--- config.mk ---
export PLATFORM = sky130hd
export DESIGN_NAME = psa_queue
export DESIGN_NICKNAME = d
export VERILOG_FILES = /design/src/hw/rtl/psa_pkg.sv /design/src/hw/rtl/psa_queue.sv
export VERILOG_INCLUDE_DIRS = /design/src /design/src/hw/rtl
export SDC_FILE = /design/constraint.sdc
export NUM_CORES = 1
export LEC_CHECK = 0
export BUFFER_PORTS_ARGS = -buffer_cell sky130_fd_sc_hd__buf_2
export CAP_MARGIN = 10
export CORE_UTILIZATION = 30
export DETAILED_ROUTE_END_ITERATION = 16
export SETUP_SLACK_MARGIN = 0.1
export SLEW_MARGIN = 20
export SYNTH_ARGS = -nofsm -noshare
export SYNTH_HDL_FRONTEND = slang
export SYNTH_SLANG_ARGS = --single-unit
export TNS_END_PERCENT = 100
--- constraint.sdc ---
create_clock -name clk_i -period 1.6 [get_ports clk_i]
set_input_delay 0.16 -clock clk_i [delete_from_list [all_inputs] [get_ports clk_i]]
set_output_delay 0.16 -clock clk_i [all_outputs]
set_load 0.03 [all_outputs]
--- src/hw/rtl/assert_macros.svh ---
// ----------------------------------------------------------------------------
// Assertion macros
// Shared concurrent assertion wrappers for the polygon area block.
// ----------------------------------------------------------------------------
`ifndef ASSERT_MACROS_SVH
`define ASSERT_MACROS_SVH

// Checked on clk_i, switched off while rst_ni is low.
`define PSA_ASSERT_I(name, prop) \
  name: assert property (@(posedge clk_i) disable iff (!rst_ni) prop) \
    else $error("%m: assertion failed");

// Checked on clk_i at every edge, reset included.
`define PSA_ASSERT_ALWAYS(name, prop) \
  name: assert property (@(posedge clk_i) prop) \
    else $error("%m: assertion failed");

`endif

--- src/hw/rtl/psa_pkg.sv ---
// ----------------------------------------------------------------------------
// psa_pkg
// Types, constants and helpers shared by the polygon area block.
// ----------------------------------------------------------------------------
`default_nettype none

package psa_pkg;

  localparam int COORD_BITS_DEF  = 24;
  localparam int QUEUE_DEPTH_DEF = 4;
  localparam int SUM_W           = 64;
  localparam int AREA_W          = 62;

  localparam logic signed [SUM_W-1:0] SUM_MAX = {1'b0, {(SUM_W-1){1'b1}}};
  localparam logic signed [SUM_W-1:0] SUM_MIN = {1'b1, {(SUM_W-1){1'b0}}};

  // Vertices seen in the current polygon, saturating at three or more
  typedef enum logic [1:0] {
    CNT_NONE,
    CNT_ONE,
    CNT_TWO,
    CNT_MANY
  } vtx_cnt_e;

  // Per-request control from front to back
  typedef struct packed {
    logic acc;      // add the edge product to the running sum
    logic last;     // closes the polygon
    logic too_few;  // polygon has fewer than three vertices
  } vtx_ctl_t;

  // Signed add that clamps to the 64-bit range
  function automatic logic signed [SUM_W-1:0] sat_add(
    input logic signed [SUM_W-1:0] a,
    input logic signed [SUM_W-1:0] b
  );
    logic signed [SUM_W:0] s;
    s = {a[SUM_W-1], a} + {b[SUM_W-1], b};
    if (s[SUM_W] != s[SUM_W-1]) begin
      return s[SUM_W] ? SUM_MIN : SUM_MAX;
    end
    return s[SUM_W-1:0];
  endfunction

endpackage

`default_nettype wire

--- src/hw/rtl/psa_queue.sv ---
// ----------------------------------------------------------------------------
// psa_queue
// Small FIFO that decouples the vertex front from the arithmetic back.
// ----------------------------------------------------------------------------
`default_nettype none
`include "assert_macros.svh"

module psa_queue #(
  parameter int WIDTH = 8,
  parameter int DEPTH = psa_pkg::QUEUE_DEPTH_DEF
) (
  input  wire logic             clk_i,
  input  wire logic             rst_ni,
  input  wire logic             push_i,
  input  wire logic [WIDTH-1:0] data_i,
  output logic                  full_o,
  input  wire logic             pop_i,
  output logic [WIDTH-1:0]      data_o,
  output logic                  empty_o
);

  localparam int PTR_W = (DEPTH > 1) ? $clog2(DEPTH) : 1;
  localparam int CNT_W = $clog2(DEPTH + 1);

  logic [WIDTH-1:0] mem_q [DEPTH];
  logic [PTR_W-1:0] wr_ptr_q, rd_ptr_q;
  logic [CNT_W-1:0] cnt_q;

  // Storage
  always_ff @(posedge clk_i) begin
    if (push_i) begin
      mem_q[wr_ptr_q] <= data_i;
    end
  end

  // Pointers and fill level
  always_ff @(posedge clk_i or negedge rst_ni) begin
    if (!rst_ni) begin
      wr_ptr_q <= '0;
      rd_ptr_q <= '0;
      cnt_q    <= '0;
    end else begin
      if (push_i) begin
        wr_ptr_q <= (wr_ptr_q == PTR_W'(DEPTH - 1)) ? '0 : wr_ptr_q + 1'b1;
      end
      if (pop_i) begin
        rd_ptr_q <= (rd_ptr_q == PTR_W'(DEPTH - 1)) ? '0 : rd_ptr_q + 1'b1;
      end
      case ({push_i, pop_i})
        2'b10:   cnt_q <= cnt_q + 1'b1;
        2'b01:   cnt_q <= cnt_q - 1'b1;
        default: cnt_q <= cnt_q;
      endcase
    end
  end

  assign data_o  = mem_q[rd_ptr_q];
  assign full_o  = (cnt_q == CNT_W'(DEPTH));
  assign empty_o = (cnt_q == '0);

  `PSA_ASSERT_I(a_queue_no_overflow, push_i |-> !full_o)
  `PSA_ASSERT_I(a_queue_no_underflow, pop_i |-> !empty_o)

endmodule

`default_nettype wire

==> results of run 1 <==
==> routing by layer <==
metal / vias up / GRT usage, % / wire length [um] / part of all wire, %
met5: - / 0 / 0 / 0
met4: 0 / 6.709 / 53 / 2.0
met3: 7 / 3.523 / 138 / 5.2
met2: 24 / 18.02 / 1335 / 51
met1: 415 / 12.63 / 1114 / 42
li1: 367 / - / - / -
==> cell type report <==
cell class                 count  area [sq um]  share of cell area (%)
clock buffer                   5         68.82                   3.468
clock inverter                 3         38.79                   1.955
inverter                       6         22.52                   1.135
multi-input combinational     33         397.9                   20.05
sequential                    39          1139                   57.38
tap                           67         83.83                   4.224
timing repair buffer          29         234.0                   11.79
==> sequential cells by signal, summed over array words and instances (netlist names) <==
register and flops:
cnt_q 3, mem_q 32, rd_ptr_q 2, wr_ptr_q 2
==> worst paths after layout <==
check,from,to,cells after the start,slack (ns)
min,data_i[5],mem_q[1][5],1,0.08
max,rd_ptr_q[0],data_o[0],3,-0.06
max reg2reg,cnt_q[0],cnt_q[2],5,0.20
min in group asynchronous,rst_ni,wr_ptr_q[0],2,0.24
min reg2reg,cnt_q[2],cnt_q[2],1,0.51
max in group asynchronous,rst_ni,rd_ptr_q[0],2,1.18
==> per-stage QoR <==
stage / power, mW / setup slack, ns / cells / util [%] / setup TNS [ns]
final: 3.750 / -0.06448 / 182 / 40.67 / -0.4123
after global routing: 3.976 / -0.1236 / 182 / 40.67 / -0.8603
after CTS: 3.733 / -0.1303 / 181 / 40.23 / -0.8703
after detailed placement: 2.790 / 0.1014 / 172 / 36.95 / 0
after global placement: 2.726 / 0.1709 / 172 / 36.95 / 0
after floorplan: 2.366 / 0.2974 / 80 / - / 0
==> power by group through the flow <==
stage               Sequential [mW]  Clock (mW)  Combinational [mW]
floorplan                      1.42           0               0.942
global placement               1.49           0                1.24
detailed placement             1.51           0                1.28
CTS                            1.49       0.804                1.44
global route                   1.52       0.856                1.60
finish                         1.49       0.789                1.47
==> kinds of logic after synthesis <==
logic type,share of synthesized area (%)
buf+inv,2.466
xor+xnor,1.671
simple gates,3.421
fa+ha+maj,6.046
mux,13.52
flops,72.24
compound gates,0.6365
==> layout by cell type, fill, tap and decap left out, drive strengths merged, types with 4 or more instances in the layout <==
cell / n
and2: 4
buf: 28
clkbuf: 5
dfrtp: 7
edfxtp: 32
ha: 6
inv: 6
mux4: 8
==> repair_timing <==
action / in CTS / in global routing
hold buffers: 1 / 0
buffers inserted: 0 / 1
setup endpoints to repair: 8 / 9
resized for setup: 14 / 5
hold endpoints to repair: 7 / 0
==> run metrics, run 1 <==
Slew @ Worst Pin 0.4442 ns; logic gate share of total power 39.2%; CP delay by family, top multiplexers; Pleak 0.7631 nW; Buf/Inv on CP 2; post-synth top area cell edfxtp_1; fraction of layout cells with a size suffix above 1 40.87%; Max Fclk 600.8 MHz; CTS tree done; DR vias 813; drt via density 4.467; final setup fails 8; average wire per standard cell 14.52 um; worst-path fanout max 6; area grow syn2layout 26.17%; CP Class reg -> out; crit path cell chain buf_12 -> mux4_2 -> buf_6; Post-synth EDFFs 32; Syn Area/Cell 19.66 sq um; CTS sink cnt 39; WL final 2642 um; CP required 1.44 ns; mapped cell area 1573 sq um; Clk network pwr share 21.0%; slowest CP cell mux4_2; Final Hold Vio Count 0; # H-tree levels 2; # rows 25; CP peak stage delay 0.51 ns; core area 4880 sq um; GRT overflow 0; status finished with violations; Yosys cell types 19; antenna viol nets, final 0; CP Launch Type flip-flop; first drt pass iteration count 2; initial core utilization 32.23%; DP Area 1803 sq um; hold crit path type in -> reg; initial antenna violation count 0; drc violations 0; Syn Nets 99; Design Area, Final 1984 sq um; root buffer cell clkbuf_8; first-pass GRT wire length 4133 um; Main synth FF type edfxtp_1; clock-pin slew on the worst setup and hold paths 0.07 ns; final slew viol count 0; die area 5536 sq um; Rel. slew slack 70.38%; Final min period 1.664 ns; vias in the first global route 886; post-route setup slack -0.06448 ns; IO buf count 21; Die Height 74.41 um; net load switching power 1.223 mW; most instantiated cells after synthesis 32 x edfxtp_1, 8 x mux4_2, 7 x dfrtp_1, 6 x ha_1, 6 x inv_1; yosys warns 0; #FFs+latches synth 39; fillers 455; Layout Skew 0.002007 ns; Fin Hold WS 0.08143 ns; Max Cap Violations 0; RSZ-0062 raised after global routing true; Yosys top cell area share 61.10%; GPL Wtd Cong 0.6343; Power Density 1890 nW/um^2; CP Data Arrival Time 1.50 ns; largest net degree at the start of global routing 13; Chip Width 74.41 um; most instantiated library cell after synthesis edfxtp_1; Crit. End Element output pin; Max clock buf depth 2; sequential area share after synthesis 72.24%; Sw Share 32.61%; All-Layer GR Usage 11.03%; Skew-Pair Late Insertion Delay 0.29 ns; FFs w/ async S/R, synth 17.95%; DP HPWL 1856 um; Top Ports 22; DRT iter0 DRCs 48; Final Cycle Share 104.0%; maximum VDD drop 0.6649 mV; Int Pwr 2.527 mW; Seq pwr share 39.8%; Gate Count Post-Synth 80; failing checks negative setup slack; top cells by area, synth edfxtp_1 61%, mux4_2 11%, dfrtp_1 11%, ha_1 4.8%, and2_1 1.6%; Num CTS Buffers 5; fin nets 133; n_diodes 0
Power figures use the tool's default switching activity.
==> run 2: changes to the inputs <==
CELL_PAD_IN_SITES_DETAIL_PLACEMENT = 0   (was unset)
CELL_PAD_IN_SITES_GLOBAL_PLACEMENT = 1   (was unset)
PLACE_DENSITY_LB_ADDON = 0.1   (was unset)
==> run 2 against run 1 <==
The flow still finishes with violations (negative setup slack). Clock power decreased by 22%. Clock skew increased by 0.0033 ns. Sequential power about the same. Routed wire length decreased by 6.7%. Combinational power about the same. First-iteration DRC count decreased by 8.3%. Core utilization decreased by 0.051 points. Critical path type unchanged. Highest routed layer unchanged.
==> run metrics, run 2 (same netlist as run 1, synthesis figures left out) <==
# H-tree levels 2; Reg2Reg Launch Point cnt_q[0]; GPL Wtd Cong 0.6729; r2r setup slk 0.24 ns; maximum VDD drop 0.4611 mV; Largest regs mem_q: 32 flops, cnt_q: 3 flops; first-pass GRT wire length 3939 um; CP Class reg -> out; hold crit path type in -> reg; worst-path fanout max 9; commonest non-fill, non-tap cell in the layout edfxtp_1; fin util 40.62%; Skew-Pair Late Insertion Delay 0.28 ns; drc violations 0; Num CTS Buffers 5; CTS tree done; Slew @ Worst Pin 0.2476 ns; CP Data Arrival Time 1.48 ns; slowest CP cell mux4_2; status finished with violations; CP peak stage delay 0.52 ns; average wire per standard cell 13.61 um; CP Launch Type flip-flop; area grow syn2layout 26.01%; DRT iter0 DRCs 44; hold path start data_i[2]; r2r worst-path depth 5; Rel. slew slack 83.49%; CP required 1.44 ns; Max Cap Violations 0; clock-pin slew on the worst setup and hold paths 0.07 ns; antenna viol nets, final 0; root buffer cell clkbuf_8; Die Height 74.41 um; WL final 2464 um; Layout Skew 0.005286 ns; All-Layer GR Usage 10.39%; initial core utilization 32.23%; DR vias 778; max FFs per register 32; vias in the first global route 813; Crit. End Element output pin; DP Area 1833 sq um; IO buf count 21; fillers 478; fin nets 132; Most flops, register mem_q; die area 5536 sq um; Final Power 3.549 mW; Final Cycle Share 102.7%; RSZ-0062 raised after global routing true; Worst R2R End cnt_q[2]; Design Area, Final 1982 sq um; largest net degree at the start of global routing 12; n_diodes 0; initial antenna violation count 0; final setup fails 8; Min-Delay Endpoint mem_q[1][2]; Max Fclk 608.7 MHz; core area 4880 sq um; commonest non-fill, non-tap cells in the layout 32 x edfxtp_1, 13 x buf_2, 8 x mux4_2, 8 x buf_6; Final Hold Vio Count 0; Max clock buf depth 2; first drt pass iteration count 4; final slew viol count 0; # rows 25; GRT overflow 0; Top Ports 22; drt via density 4.298; crit path cell chain buf_12 -> mux4_2 -> buf_6; Chip Width 74.41 um; CTS sink cnt 39; Pleak 0.7522 nW; Hold Crit Depth 1; failing checks negative setup slack; Power Density 1791 nW/um^2; fraction of layout cells with a size suffix above 1 37.72%; critical path launch point rd_ptr_q[0]; post-route setup slack -0.04277 ns; Final min period 1.643 ns; DP HPWL 1784 um; setup slack at placement 0.1445 ns
run 2: cell type report:
class                           count  area, sq um  share of cell area (%)
Sequential cell                    39         1137                   57.39
Multi-Input combinational cell     33        397.9                   20.08
Timing Repair Buffer               28        260.3                   13.13
Tap cell                           67        83.83                   4.230
Inverter                            6        22.52                   1.136
Clock buffer                        8        80.08                   4.040
run 2: worst max-delay path, delay by kind of cell (launching register included):
| kind | cells | cell delay (ns) |
|---|---|---|
| DFF | 1 | 0.37 |
| buffers and inverters | 2 | 0.31 |
| muxes | 1 | 0.52 |
run 2: per-stage QoR:
stage	hold WS, ns	setup TNS [ns]	instances
6_report	0.08822	-0.2445	181
5_1_grt	0.07707	-0.5990	181
4_1_cts	0.07920	-0.4942	180
3_5_place_dp	0.01037	0	171
3_3_place_gp	0.008458	0	171
2_1_floorplan	-0.1356	0	80
run 2: worst max path at each step:
stage                           end  cells after the start
after floorplan            cnt_q[2]                      5
after global placement     cnt_q[2]                      8
after detailed placement   cnt_q[2]                      8
after CTS                 data_o[7]                      3
after global routing      data_o[4]                      3
final                     data_o[7]                      3
run 2: what timing repair did:
item,in CTS,in global routing
hold endpoints to repair,7,0
resized for setup,16,1
hold buffers,1,0
buffers inserted,0,1
endpoints found under the setup margin,8,8
run 2: report_power, final:
group | switching (mW) | internal (mW) | total, mW
clock | 0.309 | 0.309 | 0.618
sequential | 0.133 | 1.34 | 1.47
combinational | 0.723 | 0.736 | 1.46
total | 1.17 | 2.38 | 3.55
run 2: metal layers:
metal  vias to the layer above  share of wire (%)  GRT usage (%)
li1                        367                  -              -
met1                       389                 42          10.34
met2                        15                 51          18.22
met3                         7                4.6          4.472
met4                         0                2.2          5.660
met5                         -                  0              0
