`config.mk`:
```
export PLATFORM = sky130hd
export DESIGN_NAME = psa_front_flat
export DESIGN_NICKNAME = d
export VERILOG_FILES = /design/src/hw/rtl/psa_pkg.sv /design/src/hw/rtl/psa_if.sv /design/src/hw/rtl/psa_front.sv /design/src/flat_wrapper.sv
export VERILOG_INCLUDE_DIRS = /design/src /design/src/hw/rtl
export SDC_FILE = /design/constraint.sdc
export NUM_CORES = 1
export LEC_CHECK = 0
export BUFFER_PORTS_ARGS = -buffer_cell sky130_fd_sc_hd__buf_2
export CAP_MARGIN = 15
export CORE_ASPECT_RATIO = 1.75
export CORE_UTILIZATION = 30
export CTS_CLUSTER_SIZE = 40
export DETAILED_ROUTE_END_ITERATION = 8
export HOLD_SLACK_MARGIN = 0.06
export SYNTH_ARGS = -nofsm -noshare
export SYNTH_HDL_FRONTEND = slang
export SYNTH_SLANG_ARGS = --single-unit
```
`constraint.sdc`:
```
create_clock -name clk_i -period 10.7 [get_ports clk_i]
set_clock_uncertainty 0.05 [all_clocks]
set_input_delay 1.605 -clock clk_i [delete_from_list [all_inputs] [get_ports clk_i]]
set_output_delay 1.605 -clock clk_i [all_outputs]
set_load 0.005 [all_outputs]
```
`src/hw/rtl/assert_macros.svh`:
```
// ----------------------------------------------------------------------------
// Assertion macros
// Shared concurrent assertion wrappers for the polygon area block.
// ----------------------------------------------------------------------------
`ifndef ASSERT_MACROS_SVH
`define ASSERT_MACROS_SVH

// Checked on clk_i, switched off while rst_ni is low.
`define PSA_ASSERT_I(name, prop) \
  name: assert property (@(posedge clk_i) disable iff (!rst_ni) prop) \
    else $error("%m: assertion failed");

// Checked on clk_i at every edge, reset included.
`define PSA_ASSERT_ALWAYS(name, prop) \
  name: assert property (@(posedge clk_i) prop) \
    else $error("%m: assertion failed");

`endif

```
`src/hw/rtl/psa_pkg.sv`:
```
// ----------------------------------------------------------------------------
// psa_pkg
// Types, constants and helpers shared by the polygon area block.
// ----------------------------------------------------------------------------
`default_nettype none

package psa_pkg;

  localparam int COORD_BITS_DEF  = 24;
  localparam int QUEUE_DEPTH_DEF = 4;
  localparam int SUM_W           = 64;
  localparam int AREA_W          = 62;

  localparam logic signed [SUM_W-1:0] SUM_MAX = {1'b0, {(SUM_W-1){1'b1}}};
  localparam logic signed [SUM_W-1:0] SUM_MIN = {1'b1, {(SUM_W-1){1'b0}}};

  // Vertices seen in the current polygon, saturating at three or more
  typedef enum logic [1:0] {
    CNT_NONE,
    CNT_ONE,
    CNT_TWO,
    CNT_MANY
  } vtx_cnt_e;

  // Per-request control from front to back
  typedef struct packed {
    logic acc;      // add the edge product to the running sum
    logic last;     // closes the polygon
    logic too_few;  // polygon has fewer than three vertices
  } vtx_ctl_t;

  // Signed add that clamps to the 64-bit range
  function automatic logic signed [SUM_W-1:0] sat_add(
    input logic signed [SUM_W-1:0] a,
    input logic signed [SUM_W-1:0] b
  );
    logic signed [SUM_W:0] s;
    s = {a[SUM_W-1], a} + {b[SUM_W-1], b};
    if (s[SUM_W] != s[SUM_W-1]) begin
      return s[SUM_W] ? SUM_MIN : SUM_MAX;
    end
    return s[SUM_W-1:0];
  endfunction

endpackage

`default_nettype wire

```
`src/hw/rtl/psa_if.sv`:
```
// ----------------------------------------------------------------------------
// psa_if
// Valid/ready channels for vertex requests and area results.
// ----------------------------------------------------------------------------
`default_nettype none

interface psa_vertex_if #(
  parameter int COORD_BITS = psa_pkg::COORD_BITS_DEF
) ();
  logic                         valid;
  logic                         ready;
  logic signed [COORD_BITS-1:0] vertex_x;
  logic signed [COORD_BITS-1:0] vertex_y;
  logic                         last_vertex;

  modport source (output valid, output vertex_x, output vertex_y, output last_vertex,
                  input ready);
  modport sink   (input valid, input vertex_x, input vertex_y, input last_vertex,
                  output ready);
endinterface


`default_nettype wire

```
`src/hw/rtl/psa_front.sv`:
```
// ----------------------------------------------------------------------------
// psa_front
// Accepts vertices, tracks the polygon's history and builds the operands
// of the edge product and the two closing products.
// ----------------------------------------------------------------------------
`default_nettype none
`include "assert_macros.svh"

module psa_front #(
  parameter int COORD_BITS = psa_pkg::COORD_BITS_DEF
) (
  input  wire logic                   clk_i,
  input  wire logic                   rst_ni,
  psa_vertex_if.sink                  vtx_i,
  input  wire logic                   q_full_i,
  output logic                        q_push_o,
  output psa_pkg::vtx_ctl_t           ctl_o,
  output logic [6*COORD_BITS+2:0]     ops_o
);
  import psa_pkg::*;

  localparam int CW = COORD_BITS;

  vtx_cnt_e cnt_q, cnt_d;
  logic     accept;

  logic [CW-1:0] first_x_q, first_y_q, second_y_q;
  logic [CW-1:0] older_y_q, newer_x_q, newer_y_q;
  logic [CW:0]   mul_b, w1_b, w2_b;

  assign vtx_i.ready = !q_full_i;
  assign accept      = vtx_i.valid && !q_full_i;
  assign q_push_o    = accept;

  // Vertex count: next state
  always_comb begin
    cnt_d = cnt_q;
    if (accept) begin
      if (vtx_i.last_vertex) begin
        cnt_d = CNT_NONE;
      end else begin
        unique case (cnt_q)
          CNT_NONE: cnt_d = CNT_ONE;
          CNT_ONE:  cnt_d = CNT_TWO;
          CNT_TWO:  cnt_d = CNT_MANY;
          CNT_MANY: cnt_d = CNT_MANY;
          default:  cnt_d = CNT_NONE;
        endcase
      end
    end
  end

  always_ff @(posedge clk_i or negedge rst_ni) begin
    if (!rst_ni) begin
      cnt_q <= CNT_NONE;
    end else begin
      cnt_q <= cnt_d;
    end
  end

  // Vertex history; only read once written within the polygon
  always_ff @(posedge clk_i) begin
    if (accept) begin
      if (cnt_q == CNT_NONE) begin
        first_x_q <= vtx_i.vertex_x;
        first_y_q <= vtx_i.vertex_y;
      end
      if (cnt_q == CNT_ONE) begin
        second_y_q <= vtx_i.vertex_y;
      end
      older_y_q <= newer_y_q;
      newer_x_q <= vtx_i.vertex_x;
      newer_y_q <= vtx_i.vertex_y;
    end
  end

  // Classification and operand build
  always_comb begin
    ctl_o.acc     = (cnt_q == CNT_TWO) || (cnt_q == CNT_MANY);
    ctl_o.last    = vtx_i.last_vertex;
    ctl_o.too_few = (cnt_q == CNT_NONE) || (cnt_q == CNT_ONE);

    // edge: x(prev) * (y - y(prev of prev))
    mul_b = {vtx_i.vertex_y[CW-1], vtx_i.vertex_y} - {older_y_q[CW-1], older_y_q};
    // closing: x * (y(first) - y(prev)) and x(first) * (y(second) - y)
    w1_b  = {first_y_q[CW-1], first_y_q} - {newer_y_q[CW-1], newer_y_q};
    w2_b  = {second_y_q[CW-1], second_y_q} - {vtx_i.vertex_y[CW-1], vtx_i.vertex_y};

    ops_o = {newer_x_q, mul_b, vtx_i.vertex_x, w1_b, first_x_q, w2_b};
  end

  `PSA_ASSERT_I(a_front_last_clears, accept && vtx_i.last_vertex |=> cnt_q == CNT_NONE)

endmodule

`default_nettype wire

```
`src/flat_wrapper.sv`:
```
// flat-port wrapper written by rule: the top's interface ports become plain ports
module psa_front_flat import psa_pkg::*;
#(
  parameter int COORD_BITS = psa_pkg::COORD_BITS_DEF
)
  (clk_i, rst_ni, q_full_i, q_push_o, ctl_o, ops_o, vtx_i_valid, vtx_i_vertex_x, vtx_i_vertex_y, vtx_i_last_vertex, vtx_i_ready);
  psa_vertex_if #(.COORD_BITS(COORD_BITS)) vtx_i_i ();
  input  wire logic clk_i;
  input  wire logic rst_ni;
  input  wire logic q_full_i;
  output logic q_push_o;
  output psa_pkg::vtx_ctl_t ctl_o;
  output logic [6*COORD_BITS+2:0] ops_o;
  input wire logic [$bits(vtx_i_i.valid)-1:0] vtx_i_valid;
  input wire logic [$bits(vtx_i_i.vertex_x)-1:0] vtx_i_vertex_x;
  input wire logic [$bits(vtx_i_i.vertex_y)-1:0] vtx_i_vertex_y;
  input wire logic [$bits(vtx_i_i.last_vertex)-1:0] vtx_i_last_vertex;
  output wire logic [$bits(vtx_i_i.ready)-1:0] vtx_i_ready;
  assign vtx_i_i.valid = vtx_i_valid;
  assign vtx_i_i.vertex_x = vtx_i_vertex_x;
  assign vtx_i_i.vertex_y = vtx_i_vertex_y;
  assign vtx_i_i.last_vertex = vtx_i_last_vertex;
  assign vtx_i_ready = vtx_i_i.ready;
  psa_front #(.COORD_BITS(COORD_BITS)) u_core (.clk_i(clk_i), .rst_ni(rst_ni), .vtx_i(vtx_i_i), .q_full_i(q_full_i), .q_push_o(q_push_o), .ctl_o(ctl_o), .ops_o(ops_o));
endmodule
```
==> impl_metrics.py, run 1 <==
metrics = {
    "clocking": {
        "cts_num_sinks": 146,
        "clock_insertion_delay_worst_skew_ns": 0.43,
        "cts_tree": "done",
        "numCtsBuffers": 17,
        "cts_resized": 0,
        "clock_pin_slew_worst_setup_and_hold_paths_ns": 0.06,
        "postCtsHoldBufs": 0,
        "post_cts.repair.setup_buffers": 0,
        "ctsHtreeMaxLevel": 4,
        "cts.path.max_buffers": 2,
        "cts.root.buffer_cell": "sky130_fd_sc_hd__clkbuf_16",
    },
    "sta": {
        "final-hold-violation-count": 0,
        "slew_headroom": 0.2354,
        "final-setup-viol-count": 0,
        "min_period_ns": 5.759,
        "setup_slack_ns": 4.941,
        "max_freq_mhz": 173.6,
        "rsz0062_at_grt": "false",
        "setup_total_negative_slack_ns": 0,
        "worstMarginPinSlew_ns": 1.147,
        "layout_worst_path_cycle_share": 0.5382,
        "final-max-slew-violation-count": 0,
    },
    "place": {
        "placer_s_final_routability_congestion_estimate": 0.8665,
        "placement.io_buffers": 204,
        "setup_ws_pre_cts_ns": 4.980,
        "postPlaceCellArea_mm2": 0.009834,
        "detailedPlacementHpwl_mm": 16.69,
        "dp_cells": 1316,
    },
    "yosys": {
        "synth_seq_area_share": 0.5126,
        "post_synthesis_cell_area_mm2": 0.008533,
        "ys.flop_type": "sky130_fd_sc_hd__edfxtp_1",
        "asyncSetResetFlopFracSynth": 0.01370,
        "synth_edf_count": 144,
        "count_of_cell_types_in_the_netlist": 64,
        "post_syn_instances": 769,
        "synth-seq-cells": 146,
        "synth_fp_nets": 897,
        "synth_warn": 0,
        "synth.avg_cell_area_um2": 11.10,
    },
    "floorplan": {
        "die_height_um": 225.1,
        "die-width_um": 129.5,
        "starting_density": 0.3051,
        "placement_rows": 81,
        "boundaryPins": 205,
        "die_outline_area_mm2": 0.02915,
        "core_mm2": 0.02797,
    },
    "layout": {
        "area.growth.synth_to_final_pct": 22.18,
        "fin_area_mm2": 0.01043,
        "final_cells": 1348,
        "num-nets-final": 1090,
        "layout-drive-gt1-share": 0.2528,
    },
    "detailed_routing": {
        "drc": 0,
        "via_count": 6506,
        "wire_length_reported_by_the_detailed_router_mm": 21.35,
        "final_antenna_net_count": 0,
        "detailedRoute.firstIterationViolations": 353,
        "avgViaCountPerCell": 4.826,
        "detail_route.first_pass.iterations": 6,
        "routed_wire_length_per_instance_um": 15.84,
    },
    "status": {
        "status": "complete, no violations",
    },
    "critical_path": {
        "worst_setup_sp_type": "input port",
        "worst-endpoint-arrival_ns": 4.10,
        "cp_max_fo": 5,
        "cp.required_ns": 9.05,
        "worst-setup-path-type": "in2out",
        "worstSetupEndpointType": "output pin",
    },
    "run": {
        "max_cap_violations": 0,
    },
    "global_route": {
        "via_count_of_the_first_global_routing_pass": 6449,
        "grt_first_pass_wirelength_mm": 33.21,
        "maximum_number_of_pins_on_one_net_before_global_route_repair": 66,
        "globalRouteTotalUtil": 0.1504,
        "grt-ovfl-total": 0,
        "initial_antenna_violation_count": 2,
    },
    "power_and_ir_drop": {
        "leakage_nw": 4.554,
        "vdd_ir_drop_max_mv": 0.1301,
        "p_per_area_mw_per_mm2": 157.7,
    },
    "worst_hold_path": {
        "hold_path_class": "reg2reg",
    },
}
==> cells in the final DEF, fill, tap and decap left out, drive strengths merged, types with 5 or more instances in the layout <==
cell type and instances:
a21o 20, o21a 12, and3 11, nor2 41
nand3 16, clkbuf 18, buf 206, xnor2 42
xor2 16, nand2 44, nor2b 16, edfxtp 144
inv 101, nor3 8, nand2b 10, o211ai 5
nand4 6, o21ai 41, a31oi 8, a21oi 56
ha 72
==> final cells by class <==
class                   instances  area (µm²)
inverters                      98       367.9
clock inverters                12       157.7
diodes                          2       5.005
well taps                     373       466.7
fillers                      2846       17550
repair buffers                206        1036
flip-flops and latches        146        4374
multi-input cells             493        3590
clock buffers                  18       429.2
==> Yosys cell counts, types with 6 or more instances <==
master                     count  area [µm²]
sky130_fd_sc_hd__nor2_1       41       153.9
sky130_fd_sc_hd__a21o_1       20       150.1
sky130_fd_sc_hd__inv_1        98       367.9
sky130_fd_sc_hd__nand3_1      16       80.08
sky130_fd_sc_hd__nand4_1       6       37.54
sky130_fd_sc_hd__a21oi_1      56       280.3
sky130_fd_sc_hd__o21ai_0      40       200.2
sky130_fd_sc_hd__nand2b_1     10       62.56
sky130_fd_sc_hd__nor3_1        8       40.04
sky130_fd_sc_hd__clkbuf_1      6       22.52
sky130_fd_sc_hd__nand2_1      44       165.2
sky130_fd_sc_hd__edfxtp_1    144        4324
sky130_fd_sc_hd__xor2_1       16       140.1
sky130_fd_sc_hd__buf_4        25       187.7
sky130_fd_sc_hd__xnor2_1      42       367.9
sky130_fd_sc_hd__o21a_1       12       90.09
sky130_fd_sc_hd__nor2b_1      16       100.1
sky130_fd_sc_hd__ha_1         72       900.9
sky130_fd_sc_hd__a31oi_1       8       50.05
sky130_fd_sc_hd__and3_1       11       68.82
==> critical path: stages <==
cell and delay, ns:
sky130_fd_sc_hd__buf_2 0.13, sky130_fd_sc_hd__ha_1 0.23, sky130_fd_sc_hd__fa_1 0.40, sky130_fd_sc_hd__nand2b_1 0.20, sky130_fd_sc_hd__a211o_1 0.32, sky130_fd_sc_hd__a31oi_1 0.27
sky130_fd_sc_hd__o21ai_0 0.17, sky130_fd_sc_hd__a21o_1 0.22, sky130_fd_sc_hd__o311ai_0 0.37, sky130_fd_sc_hd__buf_2 0.19
==> stage by stage <==
stage | hold WS, ns | total power [mW] | utilization
4_1_cts | 0.4039 | 1.666 | 0.3726
5_1_grt | 0.4135 | 1.725 | 0.3726
3_5_place_dp | 0.3873 | 1.061 | 0.3516
3_3_place_gp | 0.3825 | 1.057 | 0.3516
2_1_floorplan | 0.3764 | 0.9139 | -
6_report | 0.4026 | 1.645 | 0.3727
==> registers in the layout, indices dropped and copies added, names as in the netlist <==
register / flops
u_core.cnt_q: 2
u_core.first_x_q: 24
u_core.first_y_q: 24
u_core.newer_x_q: 24
u_core.newer_y_q: 24
u_core.older_y_q: 24
u_core.second_y_q: 24
==> worst paths after layout <==
check                                startpoint                   end  slack [ns]  depth (start not counted)
min                        u_core.newer_y_q[13]  u_core.older_y_q[13]        0.40                          0
min reg2reg                u_core.newer_y_q[13]  u_core.older_y_q[13]        0.40                          0
min in group asynchronous                rst_ni       u_core.cnt_q[1]        0.90                          1
max reg2reg                     u_core.cnt_q[1]   u_core.first_y_q[9]        8.37                          2
max in group asynchronous                rst_ni       u_core.cnt_q[0]        9.59                          1
max                           vtx_i_vertex_y[0]             ops_o[22]        4.94                         10
==> metal layers <==
layer	share of wire	global-route usage	wire [µm]	vias up
li1	-	-	-	3137
met1	0.40	0.1621	8436	3132
met2	0.53	0.2806	11210	218
met3	0.068	0.03870	1442	17
met4	0.012	0.04801	254	2
met5	0.00037	0	8	-
==> power breakdown <==
part / switching, mW / total, mW / internal [mW]
logic: 0.204 / 0.359 / 0.155
registers: 0.0132 / 0.683 / 0.670
clock network: 0.236 / 0.602 / 0.366
==> logic make-up (layout without fill, tap and decap cells) <==
group           after synthesis  after routing  share of synthesized area
mux                           2              2                   0.002493
other cells                   0              2                          0
buf+inv                     130            334                    0.06818
simple gates                170            170                    0.09868
fa+ha+maj                    75             75                     0.1126
compound gates              188            188                     0.1459
xor+xnor                     58             58                    0.05953
flops                       146            146                     0.5126
(Power assumes the default switching activity.)
==> inputs of run 2 (changes only) <==
==> constraint.sdc (replaced) <==
create_clock -name clk_i -period 4.8 [get_ports clk_i]
set_clock_uncertainty 0.05 [all_clocks]
set_input_delay 0.72 -clock clk_i [delete_from_list [all_inputs] [get_ports clk_i]]
set_output_delay 0.72 -clock clk_i [all_outputs]
set_load 0.005 [all_outputs]
==> run 2 against run 1 <==
Utilization up 0.26 points; global-route usage rose by 0.14 points; die area unchanged.
==> impl_metrics.py, run 2 (synthesis results as in run 1) <==
metrics = {
    "global_route": {
        "via_count_of_the_first_global_routing_pass": 6497,
        "initial_antenna_violation_count": 4,
        "grtUsageMet1": 0.1613,
        "global_route.usage.met3": 0.04368,
        "globalRouteTotalUtil": 0.1518,
        "grt_first_pass_wirelength_mm": 33.44,
        "busiest_layer": "met2",
        "use_met2": 0.2796,
        "grt-ovfl-total": 0,
        "maximum_number_of_pins_on_one_net_before_global_route_repair": 61,
    },
    "layout": {
        "num-fill-cells": 2807,
        "commonest_non_fill_non_tap_cell_in_the_layout": "sky130_fd_sc_hd__buf_2",
        "num-nets-final": 1092,
        "post-route-util": 0.3754,
        "fin_area_mm2": 0.01050,
        "most-common-layout-cells": "204 x sky130_fd_sc_hd__buf_2, 144 x sky130_fd_sc_hd__edfxtp_1, 98 x sky130_fd_sc_hd__inv_1, 72 x sky130_fd_sc_hd__ha_1, 56 x sky130_fd_sc_hd__a21oi_1",
        "layout-drive-gt1-share": 0.2549,
        "area.growth.synth_to_final_pct": 23.05,
    },
    "clocking": {
        "cts_tree": "done",
        "cts.path.max_buffers": 2,
        "ctsHtreeMaxLevel": 4,
        "postCtsHoldBufs": 1,
        "cts_num_sinks": 146,
        "clock_insertion_delay_worst_skew_ns": 0.43,
        "clock_pin_slew_worst_setup_and_hold_paths_ns": 0.06,
        "cts.root.buffer_cell": "sky130_fd_sc_hd__clkbuf_16",
        "cts_resized": 0,
        "numCtsBuffers": 17,
        "post_cts.repair.setup_buffers": 0,
    },
    "power_and_ir_drop": {
        "cell_internal_pwr_mw": 2.678,
        "power.net_switching_mw": 1.059,
        "leakage_nw": 4.585,
        "vdd_ir_drop_max_mv": 0.3136,
        "pwr-share-clk": 0.377,
        "swShare": 0.2833,
        "seq_power_share": 0.408,
        "p_per_area_mw_per_mm2": 355.9,
        "logic_pwr_share": 0.215,
    },
    "floorplan": {
        "die-width_um": 129.5,
        "placement_rows": 81,
        "starting_density": 0.3051,
        "core_mm2": 0.02797,
        "die_outline_area_mm2": 0.02915,
        "boundaryPins": 205,
        "die_height_um": 225.1,
    },
    "status": {
        "status": "complete, no violations",
    },
    "worst_hold_path": {
        "hold_path_depth": 0,
        "hold_path_class": "reg2reg",
    },
    "detailed_routing": {
        "final_antenna_net_count": 0,
        "drc": 0,
        "detailedRoute.firstIterationViolations": 323,
        "routed_wire_length_per_instance_um": 15.73,
        "avgViaCountPerCell": 4.754,
        "detail_route.first_pass.iterations": 4,
        "wire_length_reported_by_the_detailed_router_mm": 21.27,
        "via_count": 6428,
    },
    "sta": {
        "worstMarginPinSlew_ns": 1.131,
        "max_freq_mhz": 252.6,
        "final-max-slew-violation-count": 0,
        "slew_headroom": 0.2463,
        "setup_total_negative_slack_ns": 0,
        "layout_worst_path_cycle_share": 0.8248,
        "rsz0062_at_grt": "false",
        "setup_slack_ns": 0.8412,
        "min_period_ns": 3.959,
        "final-hold-violation-count": 0,
        "final-setup-viol-count": 0,
    },
    "place": {
        "placer_s_final_routability_congestion_estimate": 0.8565,
        "detailedPlacementHpwl_mm": 16.65,
        "setup_ws_pre_cts_ns": 0.8482,
        "placement.io_buffers": 204,
        "postPlaceCellArea_mm2": 0.009861,
    },
    "critical_path": {
        "worst-endpoint-arrival_ns": 3.19,
        "rr_worst_depth": 2,
        "worst_setup_sp_type": "input port",
        "worstSetupEndpointType": "output pin",
        "cp_max_fo": 5,
        "cp.required_ns": 4.03,
        "worst-setup-path-type": "in2out",
        "rrSetupSlack_ns": 2.89,
    },
    "run": {
        "max_cap_violations": 0,
    },
}
## run 2: critical path, cell delays in order
cell and delay, ns:
sky130_fd_sc_hd__buf_2 0.13, sky130_fd_sc_hd__inv_1 0.05, sky130_fd_sc_hd__ha_1 0.21, sky130_fd_sc_hd__fa_1 0.40, sky130_fd_sc_hd__nor2b_1 0.17, sky130_fd_sc_hd__o31a_1 0.23
sky130_fd_sc_hd__o211ai_2 0.15, sky130_fd_sc_hd__o21ai_0 0.24, sky130_fd_sc_hd__a221oi_1 0.20, sky130_fd_sc_hd__or4_1 0.50, sky130_fd_sc_hd__nand3_1 0.07, sky130_fd_sc_hd__buf_2 0.12
## run 2: cell type report
class / count / area, µm² / area share
repair buffers: 208 / 1066 / 0.1015
diodes: 2 / 5.005 / 0.0004766
inverters: 98 / 367.9 / 0.03503
well taps: 373 / 466.7 / 0.04445
clock buffers: 17 / 425.4 / 0.04051
multi-input cells: 493 / 3596 / 0.3425
flip-flops and latches: 146 / 4374 / 0.4166
clock inverters: 15 / 198.9 / 0.01895
## run 2: power by group through the flow
stage	Clock, mW	Combinational [mW]	Sequential [mW]
2_1_floorplan	0	0.487	1.55
3_3_place_gp	0	0.813	1.55
3_5_place_dp	0	0.819	1.55
4_1_cts	1.44	0.824	1.53
5_1_grt	1.49	0.910	1.53
6_report	1.41	0.804	1.52
## run 2: final timing paths
kind / start / endpoint
worst max-delay path: vtx_i_vertex_y[0] / ops_o[120]
worst min-delay path: u_core.newer_y_q[17] / u_core.older_y_q[17]
worst max register to register: u_core.cnt_q[1] / u_core.second_y_q[8]
worst min register to register: u_core.newer_y_q[17] / u_core.older_y_q[17]
max in group asynchronous: rst_ni / u_core.cnt_q[1]
min in group asynchronous: rst_ni / u_core.cnt_q[0]
## run 2: per-layer routing
metal / up-vias / routed length (µm) / share of wire
met5: - / 25 / 0.0012
met4: 4 / 419 / 0.020
met3: 31 / 1552 / 0.073
met2: 239 / 11000 / 0.52
met1: 3004 / 8270 / 0.39
li1: 3150 / - / -
## run 2: through the flow
stage / power, mW / hold slack, ns / cells
2_1_floorplan: 2.034 / 0.3744 / 769
3_3_place_gp: 2.362 / 0.3804 / 1317
3_5_place_dp: 2.370 / 0.3850 / 1317
4_1_cts: 3.794 / 0.4004 / 1350
5_1_grt: 3.933 / 0.4150 / 1350
6_report: 3.737 / 0.4032 / 1352
==> inputs of run 3 (changes only) <==
--- a/config.mk
+++ b/config.mk
@@ -6,6 +6,7 @@
 export SDC_FILE = /design/constraint.sdc
 export NUM_CORES = 1
 export LEC_CHECK = 0
+export ABC_AREA = 1
 export BUFFER_PORTS_ARGS = -buffer_cell sky130_fd_sc_hd__buf_2
 export CAP_MARGIN = 15
 export CORE_ASPECT_RATIO = 1.75
==> constraint.sdc (replaced) <==
create_clock -name clk_i -period 3.95 [get_ports clk_i]
set_clock_uncertainty 0.05 [all_clocks]
set_input_delay 0.5925 -clock clk_i [delete_from_list [all_inputs] [get_ports clk_i]]
set_output_delay 0.5925 -clock clk_i [all_outputs]
set_load 0.005 [all_outputs]
==> run 3 against run 2 <==
Non-clock buffer count rose by 2; clock power is 22% higher; cell count grew 53%; die area up 21%; synthesized cell count grew 82%; register-to-register slack got worse by 0.42 ns; sequential share of layout area fell by 6.6 points; sequential power increased by 20%; via count is 43% higher; area after synthesis up 22%; global-route usage grew 2.8 points; critical endpoint is now ops_o[69]; largest power group unchanged.
==> impl_metrics.py, run 3 <==
metrics = {
    "status": {
        "status": "complete, no violations",
    },
    "yosys": {
        "synth_seq_area_share": 0.4210,
        "post_synthesis_cell_area_mm2": 0.01039,
        "most_numerous_cell_in_the_yosys_netlist": "sky130_fd_sc_hd__nand2_1",
        "synth.avg_cell_area_um2": 7.438,
        "synthTopCellsByCount": "513 x sky130_fd_sc_hd__nand2_1, 338 x sky130_fd_sc_hd__inv_1, 144 x sky130_fd_sc_hd__edfxtp_1",
        "count_of_cell_types_in_the_netlist": 27,
        "synth_compound_gate_area_share": 0.01951,
        "synth-seq-cells": 146,
        "post_syn_instances": 1397,
        "asyncSetResetFlopFracSynth": 0.01370,
        "yosys.area.top_type": "sky130_fd_sc_hd__edfxtp_1",
        "synth_warn": 0,
        "synth_fp_nets": 1525,
        "synthMuxAreaShare": 0,
        "ys.flop_type": "sky130_fd_sc_hd__edfxtp_1",
        "post_synth_and_or_nand_nor_area_fraction": 0.2911,
        "yosys.area_share.adder": 0.09247,
        "yosysTopAreaCellShare": 0.4161,
        "netlist_top_cells_area": "sky130_fd_sc_hd__edfxtp_1 42%, sky130_fd_sc_hd__nand2_1 19%, sky130_fd_sc_hd__inv_1 12%, sky130_fd_sc_hd__ha_1 8.7%, sky130_fd_sc_hd__xor2_1 3.0%",
        "synth_xor_area_frac": 0.03287,
        "main_combinational_cell_family_by_area_after_synthesis": "simple AND/OR/NAND/NOR gates",
        "synth_edf_count": 144,
    },
    "critical_path": {
        "largest_stage_delay_worst_path_ns": 0.41,
        "cpMostUsedCell": "sky130_fd_sc_hd__nand2_1",
        "worst-endpoint-arrival_ns": 2.60,
        "crit_chain": "ha_1, fa_1, inv_1, nand2_1, nand2_1, and2_1, nand3b_1, nand3_1, nand2_1, nand2_1, buf_2",
        "worst_path_max_delay_cell": "sky130_fd_sc_hd__edfxtp_1",
        "cp_max_fo": 3,
        "cp.required_ns": 3.31,
        "worst_setup_sp_type": "flop",
        "worst-setup-path-type": "reg2out",
        "worstSetupEndpointType": "output pin",
    },
    "floorplan": {
        "die_outline_area_mm2": 0.03541,
        "die_height_um": 248.2,
        "core_mm2": 0.03396,
        "die-width_um": 142.7,
        "starting_density": 0.3059,
        "boundaryPins": 205,
        "placement_rows": 89,
    },
    "layout": {
        "layout-drive-gt1-share": 0.1829,
        "commonest_non_fill_non_tap_cell_in_the_layout": "sky130_fd_sc_hd__nand2_1",
        "most-common-layout-cells": "513 x sky130_fd_sc_hd__nand2_1, 337 x sky130_fd_sc_hd__inv_1, 204 x sky130_fd_sc_hd__buf_2, 144 x sky130_fd_sc_hd__edfxtp_1, 72 x sky130_fd_sc_hd__ha_1",
        "multi_input_area_mm2": 0.004547,
        "area.growth.synth_to_final_pct": 20.22,
        "num-nets-final": 1728,
        "ff_latch_area_mm2": 0.004374,
        "num-fill-cells": 3524,
        "fin_area_mm2": 0.01249,
    },
    "power_and_ir_drop": {
        "p_per_area_mw_per_mm2": 370.7,
        "vdd_ir_drop_max_mv": 0.2338,
        "leakage_nw": 6.734,
    },
    "place": {
        "postPlaceCellArea_mm2": 0.01185,
        "placer_s_final_routability_congestion_estimate": 0.9576,
        "detailedPlacementHpwl_mm": 26.08,
        "setup_ws_pre_cts_ns": 0.8759,
        "placement.io_buffers": 204,
    },
    "run": {
        "max_cap_violations": 0,
    },
    "sta": {
        "layout_worst_path_cycle_share": 0.8202,
        "fin_worst_hold_slack_ns": 0.2948,
        "final-setup-viol-count": 0,
        "slew_headroom": 0.5447,
        "setup_slack_ns": 0.7101,
        "rsz0062_at_grt": "false",
        "min_period_ns": 3.240,
        "max_freq_mhz": 308.7,
        "worstMarginPinSlew_ns": 0.6821,
        "final-hold-violation-count": 0,
        "final-max-slew-violation-count": 0,
        "setup_total_negative_slack_ns": 0,
    },
    "clocking": {
        "cts.root.buffer_cell": "sky130_fd_sc_hd__clkbuf_16",
        "cts_num_sinks": 146,
        "clock_pin_slew_worst_setup_and_hold_paths_ns": 0.07,
        "cts_tree": "done",
        "clock_insertion_delay_worst_skew_ns": 0.44,
        "numCtsBuffers": 17,
        "cts.path.max_buffers": 2,
        "ctsHtreeMaxLevel": 4,
    },
    "detailed_routing": {
        "drc": 0,
        "routed_wire_length_per_instance_um": 15.02,
        "detailedRoute.firstIterationViolations": 443,
        "wire_length_reported_by_the_detailed_router_mm": 31.08,
        "final_antenna_net_count": 0,
        "avgViaCountPerCell": 4.427,
        "detail_route.first_pass.iterations": 5,
        "via_count": 9160,
    },
    "global_route": {
        "grtUsageMet1": 0.1759,
        "global_route.usage.met3": 0.02326,
        "busiest_layer": "met2",
        "maximum_number_of_pins_on_one_net_before_global_route_repair": 42,
        "grt-ovfl-total": 0,
        "via_count_of_the_first_global_routing_pass": 9172,
        "globalRouteTotalUtil": 0.1801,
        "grt_first_pass_wirelength_mm": 46.96,
        "use_met2": 0.3489,
        "initial_antenna_violation_count": 1,
    },
    "worst_hold_path": {
        "hold_path_class": "in2reg",
    },
}
==> run 3: changes by cell type in the layout (fill, tap and decap cells not counted), sizes merged, moves of 10 or more <==
cell / delta
nand2b: -10
xnor2: -39
and3: -11
nand4: +12
xor2: +20
a21oi: -17
nor2b: -16
o21a: -12
nor2: +53
inv: +248
nand3: +44
a21o: -20
nand2: +487
o21ai: -41
==> run 3: stage by stage <==
step           power (mW)  cells  utilization
3_5_place_dp        2.950   2035       0.3488
4_1_cts             4.696   2068       0.3677
5_1_grt             4.870   2069       0.3678
2_1_floorplan       2.504   1397            -
3_3_place_gp        2.941   2035       0.3488
6_report            4.631   2069       0.3678
==> run 3: routing by layer <==
| metal | wire length, µm | vias to the layer above | part of all wire |
|---|---|---|---|
| met5 | 0 | - | 0 |
| met2 | 16890 | 244 | 0.54 |
| met3 | 956 | 76 | 0.031 |
| li1 | - | 4647 | - |
| met4 | 1832 | 0 | 0.059 |
| met1 | 11410 | 4193 | 0.37 |
==> run 3: cells by family (layout without fill, tap and decap cells) <==
family                   after synthesis  after routing
other                                  0              1
AO/OA/AOI/OAI                         40             40
buffers and inverters                371            587
XOR/XNOR                              39             39
adder cells (fa/ha/maj)               75             75
flip-flops                           146            146
AND/OR/NAND/NOR                      726            726
==> run 3: area by class of cell <==
class,instances,area share
clock buffers,17,0.03405
diodes,1,0.0002003
repair buffers,210,0.08554
well taps,455,0.04557
clock inverters,15,0.01673
inverters,345,0.1038
flip-flops and latches,146,0.3502
multi-input cells,880,0.3640
==> run 3: timing repair <==
action | CTS | global route
gates resized for setup | 0 | 0
setup buffers | 0 | 0
endpoints found under the hold margin | 2 | 0
hold buffers | 1 | 0
==> run 3: critical path, delay by kind of cell, from the launching register on <==
family,cells,cell delay [ns]
flip-flops,1,0.41
AND/OR/NAND/NOR,7,0.82
adder cells (fa/ha/maj),2,0.67
buffers and inverters,2,0.25
==> run 3: path summary, 6_finish.rpt <==
| path | end | slack, ns | cells after the start | startpoint |
|---|---|---|---|---|
| setup / recovery | ops_o[69] | 0.71 | 11 | u_core.newer_y_q[0] |
| hold / removal | u_core.first_x_q[9] | 0.29 | 1 | vtx_i_vertex_x[9] |
| setup reg to reg | u_core.first_y_q[23] | 2.47 | 2 | u_core.cnt_q[1] |
| hold reg to reg | u_core.older_y_q[18] | 0.40 | 0 | u_core.newer_y_q[18] |
| max in group asynchronous | u_core.cnt_q[1] | 3.33 | 2 | rst_ni |
| min in group asynchronous | u_core.cnt_q[0] | 0.42 | 2 | rst_ni |
==> run 3: power by group <==
part           switching, mW  internal, mW
Clock                  0.748         0.975
Combinational          0.694         0.387
Sequential            0.0312          1.80
